`config.mk`:
```
export PLATFORM = sky130hd
export DESIGN_NAME = bit_field_realigner
export DESIGN_NICKNAME = d
export VERILOG_FILES = /design/src/rtl/core/bfr_pkg.sv /design/src/rtl/core/bfr_front.sv /design/src/rtl/core/bfr_queue.sv /design/src/rtl/core/bfr_back.sv /design/src/rtl/core/bit_field_realigner.sv
export SDC_FILE = /design/constraint.sdc
export NUM_CORES = 1
export LEC_CHECK = 0
export BUFFER_PORTS_ARGS = -buffer_cell sky130_fd_sc_hd__buf_2
export CAP_MARGIN = 20
export CORE_MARGIN = 4
export CORE_UTILIZATION = 50
export DETAILED_ROUTE_END_ITERATION = 8
export PLACE_DENSITY = 0.71
export SYNTH_ARGS = -nofsm -noshare
export SYNTH_HDL_FRONTEND = slang
export SYNTH_HIERARCHICAL = 1
export SYNTH_SLANG_ARGS = --single-unit
```
`constraint.sdc`:
```
create_clock -name clk -period 17.9 [get_ports clk]
set_input_delay 0.895 -clock clk [delete_from_list [all_inputs] [get_ports clk]]
set_output_delay 0.895 -clock clk [all_outputs]
set_load 0.05 [all_outputs]
```
`src/rtl/core/bfr_pkg.sv`:
```
package bfr_pkg;

	localparam int unsigned BYTE_W      = 8;
	localparam int unsigned INDEX_W     = 9;
	localparam int unsigned COUNT_W     = 12;
	localparam int unsigned CFG_IDX_W   = 3;
	localparam int unsigned CFG_DATA_W  = 12;
	localparam int unsigned QUEUE_DEPTH = 4;
	localparam int unsigned QPTR_W      = 2;
	localparam int unsigned QCNT_W      = 3;

	localparam logic [COUNT_W-1:0] MAX_COUNT = 12'd2048;
	localparam logic [INDEX_W-1:0] POS_MAX   = 9'd511;

	localparam logic [CFG_IDX_W-1:0] CFG_SRC_START  = 3'd0;
	localparam logic [CFG_IDX_W-1:0] CFG_SRC_OFFSET = 3'd1;
	localparam logic [CFG_IDX_W-1:0] CFG_TRG_START  = 3'd2;
	localparam logic [CFG_IDX_W-1:0] CFG_TRG_OFFSET = 3'd3;
	localparam logic [CFG_IDX_W-1:0] CFG_BIT_COUNT  = 3'd4;

	typedef struct packed {
		logic [INDEX_W-1:0] trg_index;
		logic [BYTE_W-1:0]  trg_bits;
		logic [BYTE_W-1:0]  trg_mask;
		logic               is_last;
	} bfr_result_t;

	// One queue entry: the results caused by one source byte, oldest in res0.
	typedef struct packed {
		logic        two;
		bfr_result_t res0;
		bfr_result_t res1;
	} bfr_record_t;

endpackage

```
`src/rtl/core/bfr_front.sv`:
```
module bfr_front import bfr_pkg::*; #(
	parameter int unsigned BUF_BYTES = 256
) (
	input  logic                  clk,
	input  logic                  arst_n,
	input  logic                  cfg_wr_en,
	input  logic [CFG_IDX_W-1:0]  cfg_index,
	input  logic [CFG_DATA_W-1:0] cfg_wdata,
	input  logic                  accept,
	input  logic [BYTE_W-1:0]     src_byte,
	input  logic                  frame_start,
	output logic                  rec_valid,
	output bfr_record_t           rec
);

	localparam logic [16:0] BUF_LIMIT = 17'(BUF_BYTES);

	logic [7:0]         src_start_q;
	logic [2:0]         src_offset_q;
	logic [7:0]         trg_start_q;
	logic [2:0]         trg_offset_q;
	logic [COUNT_W-1:0] bit_count_q;

	logic [INDEX_W-1:0] pos_q;
	logic [COUNT_W-1:0] rem_q;
	logic [BYTE_W-1:0]  acc_q;
	logic [BYTE_W-1:0]  mask_q;
	logic [2:0]         fill_q;
	logic [INDEX_W-1:0] nti_q;

	logic [INDEX_W-1:0] pos_c, pos_n;
	logic [COUNT_W-1:0] rem_c, rem_n;
	logic [BYTE_W-1:0]  acc_c, acc_n, mask_c, mask_n;
	logic [2:0]         fill_c, fill_n;
	logic [INDEX_W-1:0] nti_c, nti_n;

	logic               active;
	logic [2:0]         start;
	logic [3:0]         n;
	logic [BYTE_W-1:0]  vmask, val;
	logic [3:0]         total;
	logic [15:0]        comb, cmask;
	logic               emit_a, emit_b;
	bfr_result_t        res_a, res_b;

	always_ff @(posedge clk or negedge arst_n) begin
		if (!arst_n) begin
			src_start_q  <= '0;
			src_offset_q <= '0;
			trg_start_q  <= '0;
			trg_offset_q <= '0;
			bit_count_q  <= '0;
		end else if (cfg_wr_en) begin
			unique case (cfg_index)
				CFG_SRC_START:  src_start_q  <= cfg_wdata[7:0];
				CFG_SRC_OFFSET: src_offset_q <= cfg_wdata[2:0];
				CFG_TRG_START:  trg_start_q  <= cfg_wdata[7:0];
				CFG_TRG_OFFSET: trg_offset_q <= cfg_wdata[2:0];
				CFG_BIT_COUNT:  bit_count_q  <= cfg_wdata[COUNT_W-1:0];
				default: ;
			endcase
		end
	end

	always_comb begin
		// frame start reloads the copy state before the byte is processed
		if (frame_start) begin
			pos_c  = '0;
			rem_c  = (bit_count_q > MAX_COUNT) ? MAX_COUNT : bit_count_q;
			acc_c  = '0;
			mask_c = '0;
			fill_c = trg_offset_q;
			nti_c  = {1'b0, trg_start_q};
		end else begin
			pos_c  = pos_q;
			rem_c  = rem_q;
			acc_c  = acc_q;
			mask_c = mask_q;
			fill_c = fill_q;
			nti_c  = nti_q;
		end

		pos_n = (pos_c < POS_MAX) ? pos_c + 9'd1 : pos_c;

		active = (rem_c != '0) && ({8'd0, pos_c} < BUF_LIMIT) &&
			(pos_c >= {1'b0, src_start_q});
		start  = (pos_c == {1'b0, src_start_q}) ? src_offset_q : 3'd0;
		n      = 4'd8 - {1'b0, start};
		if ({8'd0, n} > rem_c)
			n = rem_c[3:0];
		vmask  = 8'hFF >> (4'd8 - n);
		val    = (src_byte >> start) & vmask;
		total  = {1'b0, fill_c} + n;
		comb   = {8'd0, acc_c} | ({8'd0, val} << fill_c);
		cmask  = {8'd0, mask_c} | ({8'd0, vmask} << fill_c);

		rem_n  = rem_c;
		acc_n  = acc_c;
		mask_n = mask_c;
		fill_n = fill_c;
		nti_n  = nti_c;
		emit_a = 1'b0;
		emit_b = 1'b0;
		res_a  = '0;
		res_b  = '0;

		if (active) begin
			rem_n = rem_c - {8'd0, n};
			if (total >= 4'd8) begin
				emit_a          = 1'b1;
				res_a.trg_index = nti_c;
				res_a.trg_bits  = comb[7:0] & cmask[7:0];
				res_a.trg_mask  = cmask[7:0];
				res_a.is_last   = (rem_n == '0) && (total == 4'd8);
				nti_n           = nti_c + 9'd1;
				acc_n           = comb[15:8];
				mask_n          = cmask[15:8];
				fill_n          = total[2:0];
			end else begin
				acc_n  = comb[7:0];
				mask_n = cmask[7:0];
				fill_n = total[2:0];
			end
			// flush the partial final target byte
			if ((rem_n == '0) && (fill_n != 3'd0)) begin
				emit_b          = 1'b1;
				res_b.trg_index = nti_n;
				res_b.trg_bits  = acc_n & mask_n;
				res_b.trg_mask  = mask_n;
				res_b.is_last   = 1'b1;
				nti_n           = nti_n + 9'd1;
				acc_n           = '0;
				mask_n          = '0;
				fill_n          = 3'd0;
			end
		end

		rec_valid = accept && (emit_a || emit_b);
		rec.two   = emit_a && emit_b;
		rec.res0  = emit_a ? res_a : res_b;
		rec.res1  = res_b;
	end

	always_ff @(posedge clk or negedge arst_n) begin
		if (!arst_n) begin
			pos_q  <= '0;
			rem_q  <= '0;
			acc_q  <= '0;
			mask_q <= '0;
			fill_q <= '0;
			nti_q  <= '0;
		end else if (accept) begin
			pos_q  <= pos_n;
			rem_q  <= rem_n;
			acc_q  <= acc_n;
			mask_q <= mask_n;
			fill_q <= fill_n;
			nti_q  <= nti_n;
		end
	end

endmodule

```
`src/rtl/core/bfr_queue.sv`:
```
module bfr_queue import bfr_pkg::*; (
	input  logic        clk,
	input  logic        arst_n,
	input  logic        wr_en,
	input  bfr_record_t wr_data,
	input  logic        rd_en,
	output bfr_record_t rd_data,
	output logic        full,
	output logic        empty
);

	bfr_record_t       mem_q [QUEUE_DEPTH];
	logic [QPTR_W-1:0] wr_ptr_q, rd_ptr_q;
	logic [QCNT_W-1:0] count_q;

	assign full    = (count_q == QCNT_W'(QUEUE_DEPTH));
	assign empty   = (count_q == '0);
	assign rd_data = mem_q[rd_ptr_q];

	always_ff @(posedge clk) begin
		if (wr_en && !full)
			mem_q[wr_ptr_q] <= wr_data;
	end

	always_ff @(posedge clk or negedge arst_n) begin
		if (!arst_n) begin
			wr_ptr_q <= '0;
			rd_ptr_q <= '0;
			count_q  <= '0;
		end else begin
			if (wr_en && !full)
				wr_ptr_q <= wr_ptr_q + QPTR_W'(1);
			if (rd_en && !empty)
				rd_ptr_q <= rd_ptr_q + QPTR_W'(1);
			unique case ({wr_en && !full, rd_en && !empty})
				2'b10:   count_q <= count_q + QCNT_W'(1);
				2'b01:   count_q <= count_q - QCNT_W'(1);
				default: ;
			endcase
		end
	end

endmodule

```
`src/rtl/core/bfr_back.sv`:
```
module bfr_back import bfr_pkg::*; (
	input  logic        clk,
	input  logic        arst_n,
	input  bfr_record_t head,
	input  logic        head_empty,
	output logic        head_pop,
	input  logic        pop,
	output bfr_result_t res
);

	logic phase_q;
	logic take;

	assign take     = pop && !head_empty;
	assign res      = phase_q ? head.res1 : head.res0;
	// drop the entry once its last result goes out
	assign head_pop = take && (phase_q || !head.two);

	always_ff @(posedge clk or negedge arst_n) begin
		if (!arst_n)
			phase_q <= 1'b0;
		else if (take)
			phase_q <= !phase_q && head.two;
	end

endmodule

```
`src/rtl/core/bit_field_realigner.sv`:
```
// Bit field realigner.
// Input channel: push/full carries one source byte (src_byte) per beat, with
// frame_start marking byte 0 of a new source buffer. A beat is taken at a
// clock edge with push high and full low.
// Result channel: empty/pop. While empty is low the oldest target byte sits
// on trg_index, trg_bits, trg_mask and is_last; it leaves on an edge with pop
// high. OR trg_bits into the target buffer under trg_mask.
// Configuration: cfg_wr_en, cfg_index, cfg_wdata write one register per cycle
// (0 src_start_index, 1 src_bit_offset, 2 trg_start_index, 3 trg_bit_offset,
// 4 bit_count); other indexes are ignored.
// A result enters the queue at the edge that takes the byte that finishes it.
// Throughput: one source byte per cycle while full is low; one result per cycle
// while pop is high, so a byte that yields two results holds the result port for
// both. A four-entry queue between the byte classifier and the result serializer
// absorbs that. When the receiver stalls the queue fills and full rises; input
// then holds. Reset clears the configuration, the copy state and the queue; no
// result is produced before the first frame start.
module bit_field_realigner import bfr_pkg::*; #(
	parameter int unsigned BUF_BYTES = 256
) (
	input  logic                  clk,
	input  logic                  arst_n,
	input  logic                  cfg_wr_en,
	input  logic [CFG_IDX_W-1:0]  cfg_index,
	input  logic [CFG_DATA_W-1:0] cfg_wdata,
	input  logic                  push,
	output logic                  full,
	input  logic [BYTE_W-1:0]     src_byte,
	input  logic                  frame_start,
	output logic                  empty,
	input  logic                  pop,
	output logic [INDEX_W-1:0]    trg_index,
	output logic [BYTE_W-1:0]     trg_bits,
	output logic [BYTE_W-1:0]     trg_mask,
	output logic                  is_last
);

	logic        q_wr_en;
	logic        q_rd_en;
	logic        q_full;
	logic        q_empty;
	logic        accept;
	bfr_record_t rec_in, rec_head;
	bfr_result_t res;

	// accept a beat only when the queue has room for its results
	assign accept = push && !q_full;
	assign full   = q_full;
	assign empty  = q_empty;

	bfr_front #(
		.BUF_BYTES(BUF_BYTES)
	) u_front (
		.clk        (clk),
		.arst_n     (arst_n),
		.cfg_wr_en  (cfg_wr_en),
		.cfg_index  (cfg_index),
		.cfg_wdata  (cfg_wdata),
		.accept     (accept),
		.src_byte   (src_byte),
		.frame_start(frame_start),
		.rec_valid  (q_wr_en),
		.rec        (rec_in)
	);

	bfr_queue u_queue (
		.clk    (clk),
		.arst_n (arst_n),
		.wr_en  (q_wr_en),
		.wr_data(rec_in),
		.rd_en  (q_rd_en),
		.rd_data(rec_head),
		.full   (q_full),
		.empty  (q_empty)
	);

	// serialize each queue entry into one or two result beats
	bfr_back u_back (
		.clk       (clk),
		.arst_n    (arst_n),
		.head      (rec_head),
		.head_empty(q_empty),
		.head_pop  (q_rd_en),
		.pop       (pop),
		.res       (res)
	);

	assign trg_index = res.trg_index;
	assign trg_bits  = res.trg_bits;
	assign trg_mask  = res.trg_mask;
	assign is_last   = res.is_last;

endmodule
```
# Word-level counts from Yosys, hierarchy flattened

Memory sizes are Yosys's and may differ from the RTL's.
Index checks and enable logic that the tools add are counted.

Bitwise gates (word level): 5
Reductions and logical operators: 29
Mux-type cells: 39
$lt $le $gt $ge: 6
Equality and inequality tests: 9
Shift-type cells: 4
Add/subtract/negate cells: 11

Operators with widths:

| kind                                                  | count |
|---|---|
| two-way mux 26 bit                                    | 6 |
| two-way mux 8 bit                                     | 10 |
| two-way mux 9 bit                                     | 7 |
| two-way mux 12 bit                                    | 3 |
| OR 8 x 16 -> 16 bit                                   | 2 |
| << shifter 8 x 3 -> 16 bit                            | 2 |
| adder 9 x 1 -> 9 bit, second input constant           | 3 |
| bitwise AND 8 bit                                     | 3 |
| less-than comparator 9 bit, second input constant     | 2 |
| two-way mux 3 bit                                     | 5 |
| greater-than comparator 12 bit, second input constant | 1 |
| greater-than comparator 4 x 12 -> 1 bit               | 1 |
| logical AND 1 bit                                     | 12 |
| logical NOT 12 bit                                    | 1 |
| nonzero test 12 bit                                   | 1 |
| subtractor 12 x 4 -> 12 bit                           | 1 |
| AND reduction 2 bit                                   | 5 |
| == test 9 x 8 -> 1 bit                                | 1 |
| >= comparator 9 x 8 -> 1 bit                          | 1 |
| >> shifter 8 x 3 -> 8 bit                             | 1 |
| >> shifter 8 x 4 -> 8 bit, first input constant       | 1 |
| == test 3 x 2 -> 1 bit, second input constant         | 2 |
| == test 3 bit, second input constant                  | 2 |
| logical NOT 3 bit                                     | 2 |
| other kinds (18)                                      | 28 |

Register bits after elaboration: 91
Bits in writable memories: 212
Input port bits: 29
Memories: 1
Output and inout bits: 28
Word-level logic and storage cells: 119

Memory list:

| memory        | depth | width | rd ports | clocked after memory_dff | wr ports | line            | text |
|---|---|---|---|---|---|---|---|
| u_queue.mem_q | 4     | 53    | 1        | 0                        | 1        | bfr_queue.sv:12 | `bfr_record_t mem_q [QUEUE_DEPTH];` |

# Longest topological paths before layout

Gate-level depths: netlist of run 1.

Depth after elaboration: 17
Mapped depth: 40
Mapped depth without buffers: 34

# By module

Netlist of run 1, hierarchy kept.

Modules (own cells, without submodules):

| module              | times used | area each (um2) | sequential area each (um2) | cells each |
|---|---|---|---|---|
| bfr_queue           | 1          | 8,141.6         | 6,541.3                    | 314 |
| bfr_front           | 1          | 7,634.8         | 2,077.0                    | 948 |
| bfr_back            | 1          | 470.5           | 25.0                       | 34 |
| bit_field_realigner | 1          | 13.8            | 0.0                        | 1 |

# Least setup slack after synthesis of run 1

OpenSTA, ideal clock, no wires.

Path type: input -> register
From: input frame_start
To: memory u_queue/mem_q[0][0] (netlist bit) (enable)
Stages on the path: 33
Setup time: 0.416 ns
Setup slack: 7.910 ns
Required time: 17.484 ns
Buffers on the path: 8
Arrival time: 9.574 ns
Cells stage by stage: buf_4 > buf_2 > buf_1 > clkbuf_1 > clkbuf_1 > clkbuf_1 > nor2b_1 > ha_1 > and4_1 > nand4_1 > clkbuf_1 > ha_1 > xor2_2 > inv_2 > ha_1 > o21ai_0 > a32oi_1 > o211ai_2 > clkbuf_1 > o21ai_0 > ha_1 > inv_1 > a21oi_1 > o211ai_1 > o31ai_1 > a41oi_1 > a211o_1 > a2111o_1 > nor3_4 > o21ai_1 > nor2_1 > nor2b_2 > and2_1

Longest elaborated chain between the ends: 17
Elaborated cells between the ends (all ways): 29
Those cells by class: add/sub (3); order compare (4); eq/ne (1); mux (12); reduce/logical (9)

Ends and longest elaborated chain:

| item                                                                             | line                      | text |
|---|---|---|
| start: declaration                                                               | bit_field_realigner.sv:29 | `input logic frame_start,` |
| branches (longest 12 deep; another with greater-than comparator 4 x 12 -> 1 bit) | -                         |  |
| logical OR 1 bit *                                                               | bfr_front.sv:138          | `rec_valid = accept && (emit_a \|\| emit_b);` |
| logical AND 1 bit *                                                              | bfr_front.sv:138          |  |
| net q_wr_en                                                                      | bit_field_realigner.sv:38 | `logic q_wr_en;` |
| logical AND 1 bit *                                                              | bfr_queue.sv:21           | `if (wr_en && !full)` |
| two-way mux 1 bit *                                                              | bfr_queue.sv:21           |  |
| two-way mux 1 bit (not written as such) *                                        | bfr_queue.sv:22           | `mem_q[wr_ptr_q] <= wr_data;` |
| end: declaration                                                                 | bfr_queue.sv:12           |  |

Mark *: on every way through the listed nets, which the timed path passes. The select of a mux whose other input is x is not followed.

# Worst setup path after layout of run 1

From: input frame_start
To: memory u_queue/mem_q[0][12] (netlist bit) (enable)

The elaborated chain is that of the path after synthesis.

==> run metrics, run 1 <==
Post-synth EDFFs 212; power density over the cells 140.9 nW/um2; period utilization 0.5411; Routed Antenna Nets 0; clk sink count 303; peak supply drop 0.0001004 V; Die H 188.3 um; Final Critical Period 9686 ps; fmax 0.1032 GHz; Hold Crit Class primary input to async pin; Yosys cell types 99; Mapped Cells 1297; WP data required 18080 ps; DR vias/cell 6.191; Antenna Cells 0; Post-synth ARST share 0.3003; slowest stage cell, crit path buf_4; Setup Skew 30.10 ps; Core Box Area 31800 um2; H-tree lvl count 1; # setup viols final 0; final setup TNS 0 ps; Net Count, Synth 1356; placement row count 65; vias in the first global route 10963; Worst Setup Start Kind primary input; Area growth syn-to-layout 10.45%; die width 188.3 um; initial DRC count 1225; commonest non-fill, non-tap cell in the layout edfxtp_1; fin nets 1399; placed insts 1741; Vias 11137; Seq cells post-synth 303; Crit path top cell by count ha_1; clock root buffer clkbuf_16; crit path capture type flip-flop; sequential fraction of the synthesis area 0.5315; GR Overflow Total 0; crit-path max FO 53; Lkg Pwr 6.995 nW; Total GRT Usage 0.2140; Pins Over Slew Limit 0; critical path class primary input to flip-flop; prevailing post-synth register cell edfxtp_1; clock latency on the worst-skew pair 580 ps; synth warn 6; worst-margin pin slew 1037 ps; DIE AREA 35470 um2; Remaining DRCs 0; Worst Path Arrival 9870 ps; status finished, final reports clean; Pre-Repair DR Iteration Count 6; starting density of the core 0.5114; layout cells sized above 1 0.2111; HPWL Detailed 25970 um; Max Cap Violations 0; fin cells 1799; CTS Buffer Depth 3; first-pass GRT wire length 61970 um; antenna violations before repair 0; Post-Route WL 38510 um; Mean Syn Cell Area 12.54 um2; IO Pins 57; most frequent cells in the layout edfxtp_1, nand2_1, dfrtp_1, nor2_1, o21ai_0; CTS tree done; CTS Hold Bufs 0; RSZ-0062 raised after global routing false; Setup Fix Bufs, Post-CTS 0; crit-path max cell delay 590 ps; normalized max-slew margin 0.3031; PostCTS Resize Cnt 0; WL/cell 21.41 um; clk slew on worst S/H paths 60 ps; clock buffer count from CTS 31; Placer Congestion 0.9355; Port Buf Inserts 56; pin count of the biggest net entering global routing 62; Final Hold Fails 0; Post-Syn Area 16260 um2
-- cells by family (layout without fill, tap and decap cells) --
kind of cell | Yosys count | in the layout | synth area share
muxes | 151 | 151 | 0.1459
buffers and inverters | 112 | 179 | 0.03632
xor gates and xnor gates | 36 | 36 | 0.02070
adders and majority gates | 30 | 30 | 0.02447
AOI/OAI and AO/OA | 288 | 288 | 0.1224
and+or+nand+nor | 377 | 377 | 0.1187
DFF | 303 | 303 | 0.5315
-- path summary, 6_finish.rpt --
| check | from | end | slack, ps | depth (start not counted) |
|---|---|---|---|---|
| min | arst_n | u_front/src_start_q[2] | 260 | 1 |
| min reg2reg | u_front/nti_q[1] | u_front/nti_q[1] | 480 | 1 |
| max | frame_start | u_queue/mem_q[0][12] | 8210 | 29 |
| max in group asynchronous | arst_n | u_queue/rd_ptr_q[0] | 16400 | 2 |
| max reg2reg | u_front/pos_q[7] | u_queue/mem_q[0][12] | 8900 | 27 |
| min in group clk | u_front/nti_q[1] | u_front/nti_q[1] | 480 | 1 |
-- power breakdown --
part	internal [mW]	total, mW	leakage (nW)	switching [mW]
clock	0.408	0.682	0.521	0.274
sequential	0.813	0.868	3.45	0.0553
combinational	0.368	0.981	3.02	0.613
-- worst max-delay path, delay by kind of cell --
kind / cells / cell delay [ps]
simple gates: 7 / 1840
xor+xnor: 1 / 550
buf+inv: 6 / 1910
fa+ha+maj: 4 / 1510
compound gates: 11 / 3080
-- per-layer routing --
| metal | vias to the layer above | track usage | wire (um) |
|---|---|---|---|
| met5 | - | 0 | 0 |
| met4 | 0 | 0.05185 | 988 |
| met3 | 70 | 0.02538 | 2241 |
| met2 | 405 | 0.3469 | 18110 |
| met1 | 5571 | 0.3127 | 17160 |
| li1 | 5091 | - | - |
-- final cells by class --
cell class	instances	area, um2
flip-flops and latches	303	8648
clock buffers	37	798.3
well taps	435	544.3
multi-input cells	882	7054
inverters	44	165.2
clock inverters	20	281.5
fillers	2583	13840
repair buffers	78	467.9
-- cells in the mapped netlist (33+ instances only) --
library cell,n,area share
a21oi_1,53,0.016
clkbuf_1,36,0.0083
dfrtp_1,91,0.14
edfxtp_1,212,0.39
inv_1,37,0.0085
mux2_2,50,0.035
mux4_2,48,0.066
nand2_1,95,0.022
nand3_1,33,0.010
nor2_1,89,0.021
nor3_1,37,0.011
o21ai_0,61,0.019
-- flip-flops by register name (all words and copies together), names as in the netlist, 2 cells and up --
register / cells
u_front/acc_q: 8
u_front/bit_count_q: 12
u_front/fill_q: 3
u_front/mask_q: 8
u_front/nti_q: 9
u_front/pos_q: 9
u_front/rem_q: 12
u_front/src_offset_q: 3
u_front/src_start_q: 8
u_front/trg_offset_q: 3
u_front/trg_start_q: 8
u_queue/count_q: 3
u_queue/mem_q: 212
u_queue/rd_ptr_q: 2
u_queue/wr_ptr_q: 2
-- per-stage QoR --
| step | hold slack (ps) | utilization | power (mW) | setup WS, ps | cell area, um2 |
|---|---|---|---|---|---|
| after floorplan | 447.8 | - | 1.652 | 7910 | 16260 |
| final | 256.2 | 0.5648 | 2.531 | 8214 | 17960 |
| after global placement | 462.4 | 0.5300 | 1.828 | 8122 | 16850 |
| after CTS | 256.3 | 0.5639 | 2.531 | 8424 | 17930 |
| after detailed placement | 470.2 | 0.5300 | 1.842 | 7838 | 16850 |
| after global routing | 273.7 | 0.5648 | 2.663 | 7453 | 17960 |
No activity file was read; power rests on OpenSTA's default activity.
==> run 2: changes to the inputs <==
Settings changed: ABC_AREA set to 1, PLACE_DENSITY 0.71 to 0.7.
Clock period 17.9 ns to 9.8 ns, I/O delays scaled along.
==> run metrics, run 2 <==
status finished, final reports clean (unchanged); fin nets 2076 (was 1399); Mapped Cells 1993 (was 1297); FF-to-FF End u_queue/mem_q[3][39] (was u_queue/mem_q[0][12]); Seq cells post-synth 303 (unchanged); placed insts 2429 (was 1741); largest family of logic cells by synthesized area simple AND/OR/NAND/NOR gates (was multiplexers); top-count cell post-synth nand2_1 (was edfxtp_1); Remaining DRCs 0 (unchanged); most frequent cells in the layout nand2_1, inv_1, edfxtp_1 (was edfxtp_1, nand2_1, dfrtp_1, nor2_1, o21ai_0); Top delay family on crit path simple AND/OR/NAND/NOR gates (was compound AO/OA/AOI/OAI gates); Pins Over Slew Limit 0 (unchanged); WP buf/inv 9 (was 6); Vias 13303 (was 11137); DIE AREA 36810 um2 (was 35470 um2); Top reg by flops u_queue/mem_q (unchanged); Fill cells 2998 (was 2583); Max Cap Violations 0 (unchanged); r2r setup slk 1990 ps (was 8900 ps); Post-synth EDFFs 212 (unchanged); fin cells 2490 (was 1799); Synth Area in Simple Gates 0.2507 (was 0.1187); peak supply drop 0.0001924 V (was 0.0001004 V); starting density of the core 0.5053 (was 0.5114); Routed Antenna Nets 0 (unchanged); CTS Hold Bufs 0 (unchanged); WL/cell 16.50 um (was 21.41 um); Antenna Cells 0 (unchanged); prevailing post-synth register cell edfxtp_1 (unchanged); Synth Area in Compound Gates 0.1136 (was 0.1224); Crit path top cell by count nand2_1 (was ha_1); layout cells sized above 1 0.1038 (was 0.2111); Mean Syn Cell Area 8.480 um2 (was 12.54 um2); Total GRT Usage 0.2241 (was 0.2140); commonest non-fill, non-tap cell in the layout nand2_1 (was edfxtp_1); CP Depth 33 (was 29); PostCTS Resize Cnt 0 (unchanged); crit-path max cell delay 760 ps (was 590 ps); final setup TNS 0 ps (unchanged); Area growth syn-to-layout 9.979% (was 10.45%); Synth top area share 0.3767 (was 0.3915); HPWL Detailed 27340 um (was 25970 um); Post-Route WL 41080 um (was 38510 um); crit path setup slack, layout 1534 ps (was 8214 ps); Final Critical Period 8266 ps; worst-margin pin slew 1035 ps (was 1037 ps); Final Hold Fails 0 (unchanged); Setup Skew 9.253 ps (was 30.10 ps); CTS tree done (unchanged); crit-path max FO 53 (unchanged); Pre-Repair DR Iteration Count 5 (was 6); Critical Path Source frame_start (unchanged); clock root buffer clkbuf_16 (unchanged); RSZ-0062 raised after global routing false (unchanged); Yosys cell types 57 (was 99); initial DRC count 1074 (was 1225); placement row count 67 (was 65); mux cell area share after synthesis 0.001184 (was 0.1459); Worst Path Arrival 8410 ps (was 9870 ps); die width 191.9 um (was 188.3 um); pre-CTS setup slack 1077 ps (was 7838 ps); area leader, netlist edfxtp_1 (unchanged); Core Box Area 33450 um2 (was 31800 um2); Port Buf Inserts 56 (unchanged); clk sink count 303 (unchanged); Setup Fix Bufs, Post-CTS 0 (unchanged); H-tree lvl count 2 (was 1); normalized max-slew margin 0.3098 (was 0.3031); # setup viols final 0 (unchanged); top flop regs u_queue/mem_q x212, u_front/bit_count_q x12, u_front/rem_q x12 (unchanged); fmax 0.1210 GHz; most frequent cells after synthesis nand2_1, inv_1, edfxtp_1 (was edfxtp_1, nand2_1, dfrtp_1); r2r startpoint u_front/pos_q[2] (was u_front/pos_q[7]); crit path capture type flip-flop (unchanged); CTS Buffer Depth 3 (unchanged); Post-Syn Area 16900 um2 (was 16260 um2); Hold Crit Class primary input to async pin (unchanged); clock buffer count from CTS 34 (was 31); Die H 191.9 um (was 188.3 um); first-pass GRT wire length 66400 um (was 61970 um); clk slew on worst S/H paths 60 ps (about the same); critical path class primary input to flip-flop (unchanged); worst r2r path cells 31 (was 27); pin count of the biggest net entering global routing 109 (was 62); final core occ 0.5557 (was 0.5648); adder-cell share of the synthesized area 0.02354 (was 0.02447); slowest stage cell, crit path buf_2 (was buf_4); period utilization 0.8435; sequential fraction of the synthesis area 0.5114 (was 0.5315); power density over the cells 302.4 nW/um2 (was 140.9 nW/um2); Worst Setup Start Kind primary input (unchanged); top cells by area, synth edfxtp_1, dfrtp_1, nand2_1, inv_1, o211ai_1 (was edfxtp_1, dfrtp_1, mux4_2, mux2_2, nand2_1); crit path to u_queue/mem_q[3][39] (was u_queue/mem_q[0][12]); Lkg Pwr 8.462 nW (was 6.995 nW); DR vias/cell 5.343 (was 6.191); WP data required 9940 ps (was 18080 ps); Post-synth ARST share 0.3003 (unchanged); Largest register FFs 212 (unchanged); Power Total 5.620 mW (was 2.531 mW); Placer Congestion 0.8832 (was 0.9355); XOR/XNOR Fraction of Synth Area 0.01073 (was 0.02070); Net Count, Synth 2052 (was 1356); vias in the first global route 12589 (was 10963); clock latency on the worst-skew pair 510 ps (was 580 ps); IO Pins 57 (unchanged); antenna violations before repair 0 (unchanged); synth warn 6 (unchanged); GR Overflow Total 0 (unchanged)
## run 2: cell count changes after synthesis, sizes merged, moves of 20 or more
cell / previous run / this run
nand2: 97 / 570
inv: 42 / 281
nand3: 33 / 168
o211ai: 15 / 110
nor2: 90 / 161
mux2: 70 / 0
mux4: 54 / 0
nor3: 38 / 8
nor2b: 28 / 0
mux2i: 27 / 2
o21ai: 66 / 89
nand4: 13 / 34
xnor2: 27 / 7
## run 2: metal layers
metal / vias to the layer above / share of wire / track usage
met2: 406 / 0.47 / 0.3777
met4: 0 / 0.023 / 0.05912
met1: 6151 / 0.45 / 0.3104
met5: - / 0 / 0
met3: 63 / 0.059 / 0.02563
li1: 6683 / - / -
## run 2: report_power, final
| part | switching (mW) | internal, mW | total [mW] |
|---|---|---|---|
| Clock | 0.506 | 0.748 | 1.25 |
| Sequential | 0.0838 | 1.56 | 1.64 |
| Combinational | 1.99 | 0.737 | 2.73 |
## run 2: area by class of cell
class,instances,area [um2],share of cell area
Sequential cell,303,8645,0.4651
Multi-Input combinational cell,1321,6792,0.3654
Inverter,282,1064,0.05722
Clock buffer,51,975.9,0.05250
Tap cell,448,560.5,0.03016
Timing Repair Buffer,75,425.4,0.02289
Clock inverter,10,126.4,0.006799
## run 2: cell families (layout without fill, tap and decap cells)
| logic type | count (synthesis) | in the layout |
|---|---|---|
| mux | 2 | 2 |
| simple gates | 966 | 966 |
| compound gates | 304 | 304 |
| fa+ha+maj | 30 | 30 |
| buf+inv | 369 | 418 |
| xor+xnor | 19 | 19 |
| flops | 303 | 303 |
## run 2: worst min-delay path by stage
stage                                start                to  slack [ps]  depth (start not counted)
after floorplan                     arst_n    u_back/phase_q         190                          0
after global placement    u_front/nti_q[6]  u_front/nti_q[6]         460                          2
after detailed placement  u_front/nti_q[5]  u_front/nti_q[5]         460                          2
after CTS                           arst_n  u_front/pos_q[4]          60                          1
after global routing                arst_n  u_front/pos_q[4]          90                          1
final                               arst_n  u_front/pos_q[4]          50                          1
## run 2: stage by stage
step                area, um2  hold WS (ps)
CTS                     18590         61.20
global route            18590         87.98
finish                  18590         50.05
detailed placement      17490         461.0
floorplan               16900         194.4
global placement        17490         456.6
==> run 3: changes to the inputs <==
Clock period 9.8 ns to 8.4 ns, I/O delays scaled along.
==> run metrics, run 3 (synthesis gave the netlist of run 2 again) <==
RSZ-0062 raised after global routing false (unchanged); Pre-Repair DR Iteration Count 6 (was 5); critical path class flip-flop to flip-flop (was primary input to flip-flop); Post-Route WL 41890 um (was 41080 um); Total GRT Usage 0.2280 (was 0.2241); DR vias/cell 5.482 (was 5.343); CTS tree done (unchanged); clock latency on the worst-skew pair 520 ps (was 510 ps); normalized max-slew margin 0.3385 (was 0.3098); Setup Skew 20.44 ps (was 9.253 ps); Core Box Area 33450 um2 (unchanged); H-tree lvl count 2 (unchanged); IO Pins 57 (unchanged); Worst Setup Start Kind flip-flop (was primary input); Lkg Pwr 8.548 nW (was 8.462 nW); GR Overflow Total 0 (unchanged); most frequent cells in the layout nand2_1, inv_1, edfxtp_1 (unchanged); Final Hold Fails 0 (unchanged); Remaining DRCs 0 (unchanged); Placer Congestion 0.8883 (was 0.8832); initial DRC count 1211 (was 1074); clock root buffer clkbuf_16 (unchanged); Port Buf Inserts 56 (unchanged); peak supply drop 0.0003050 V (was 0.0001924 V); Final Critical Period 7601 ps; fmax 0.1316 GHz; PostCTS Resize Cnt 0 (unchanged); Worst Path Arrival 7780 ps (was 8410 ps); Max Cap Violations 0 (unchanged); clk slew on worst S/H paths 50 ps (was 60 ps); Top reg by flops u_queue/mem_q (unchanged); antenna violations before repair 0 (unchanged); DIE AREA 36810 um2 (unchanged); power density over the cells 357.3 nW/um2 (was 302.4 nW/um2); placement row count 67 (unchanged); DP Area 17540 um2 (was 17490 um2); Crit path top cell by count nor2_1 (was nand2_1); placed insts 2433 (was 2429); period utilization 0.9049; first-pass GRT wire length 67480 um (was 66400 um); Antenna Cells 0 (unchanged); WP data required 8580 ps (was 9940 ps); fin area 18740 um2 (was 18590 um2); die width 191.9 um (unchanged); slowest stage cell, crit path nor2_4 (was buf_2); Pins Over Slew Limit 0 (unchanged); Die H 191.9 um (unchanged); Routed Antenna Nets 0 (unchanged); starting density of the core 0.5053 (unchanged); Area growth syn-to-layout 10.90% (was 9.979%); fin cells 2494 (was 2490); WL/cell 16.79 um (was 16.50 um); crit-path max cell delay 630 ps (was 760 ps); vias in the first global route 12799 (was 12589); clock buffer count from CTS 35 (was 34); Largest register FFs 212 (unchanged); HPWL Detailed 28330 um (was 27340 um); Top delay family on crit path simple AND/OR/NAND/NOR gates (unchanged); top flop regs u_queue/mem_q x212, u_front/bit_count_q x12, u_front/rem_q x12 (unchanged); commonest non-fill, non-tap cell in the layout nand2_1 (unchanged); layout cells sized above 1 0.1085 (was 0.1038); fin nets 2082 (was 2076); Hold Crit Class primary input to flip-flop (was primary input to async pin); pin count of the biggest net entering global routing 109 (unchanged); worst-margin pin slew 992.2 ps (was 1035 ps); WP buf/inv 7 (was 9); CTS Buffer Depth 3 (unchanged); crit-path max FO 21 (was 53); clk sink count 303 (unchanged); crit path capture type flip-flop (unchanged); Vias 13673 (was 13303); status finished, final reports clean (unchanged); # setup viols final 0 (unchanged)
==> run 3: changes by cell type in the layout (fill, tap and decap cells not counted), sizes merged <==
cell	previous run	this run
clkinv	4	7
dlygate4sd3	0	1
clkinvlp	2	1
bufinv	2	5
clkbuf	51	46
inv	284	283
buf	75	79
==> run 3: worst paths after layout <==
path,endpoint,depth (start not counted),start,slack [ps]
worst max-delay path,u_queue/mem_q[2][37],35,u_front/pos_q[0],800
worst min-delay path,u_front/bit_count_q[10],3,cfg_wdata[10],150
worst max register to register,u_queue/mem_q[2][37],35,u_front/pos_q[0],800
worst min register to register,u_queue/count_q[0],1,u_queue/count_q[0],470
max in group asynchronous,u_queue/rd_ptr_q[1],3,arst_n,6770
min in group asynchronous,u_front/acc_q[6],2,arst_n,310
==> run 3: worst register-to-register path: cells and delay by family (launching register included) <==
family                     cells  cell delay, ps
DFF                            1             370
buffers and inverters          7            1130
and+or+nand+nor               22            3930
xor gates and xnor gates       1             280
adders and majority gates      5            1530
==> run 3: report_power, final <==
| group | total [mW] | internal, mW | switching (mW) |
|---|---|---|---|
| logic | 3.21 | 0.863 | 2.35 |
| registers | 1.92 | 1.81 | 0.100 |
| clock network | 1.57 | 0.975 | 0.594 |
| total | 6.70 | 3.65 | 3.04 |
==> run 3: repair_timing <==
item                                   4_1_cts  5_1_grt
hold buffers                                 1        0
endpoints found under the hold margin       17        0
setup buffers                                0        0
==> run 3: cell type report <==
| cell class | instances | area [um2] |
|---|---|---|
| clock buffer | 46 | 977.2 |
| fill | 2985 | 14710 |
| tap | 448 | 560.5 |
| multi-input combinational | 1321 | 6792 |
| clock inverter | 14 | 215.2 |
| sequential | 303 | 8645 |
| timing repair buffer | 80 | 490.5 |
| inverter | 282 | 1064 |
==> run 3: per-stage QoR <==
step	setup slack [ps]	hold slack [ps]	power, mW	TNS [ps]	utilization
6_report	798.6	149.1	6.697	0	0.5604
5_1_grt	175.2	143.5	7.164	0	0.5604
4_1_cts	841.1	132.9	6.705	0	0.5604
3_5_place_dp	482.7	318.6	5.118	0	0.5244
3_3_place_gp	754.4	314.5	5.067	0	0.5244
2_1_floorplan	-504.8	124.4	4.409	-107010	-
==> run 3: routing by layer <==
| metal | track usage | share of wire | vias to the layer above |
|---|---|---|---|
| met5 | 0 | 0 | - |
| met4 | 0.05829 | 0.021 | 0 |
| met3 | 0.02799 | 0.062 | 80 |
| met2 | 0.3767 | 0.47 | 477 |
| met1 | 0.3221 | 0.45 | 6397 |
| li1 | - | - | 6719 |
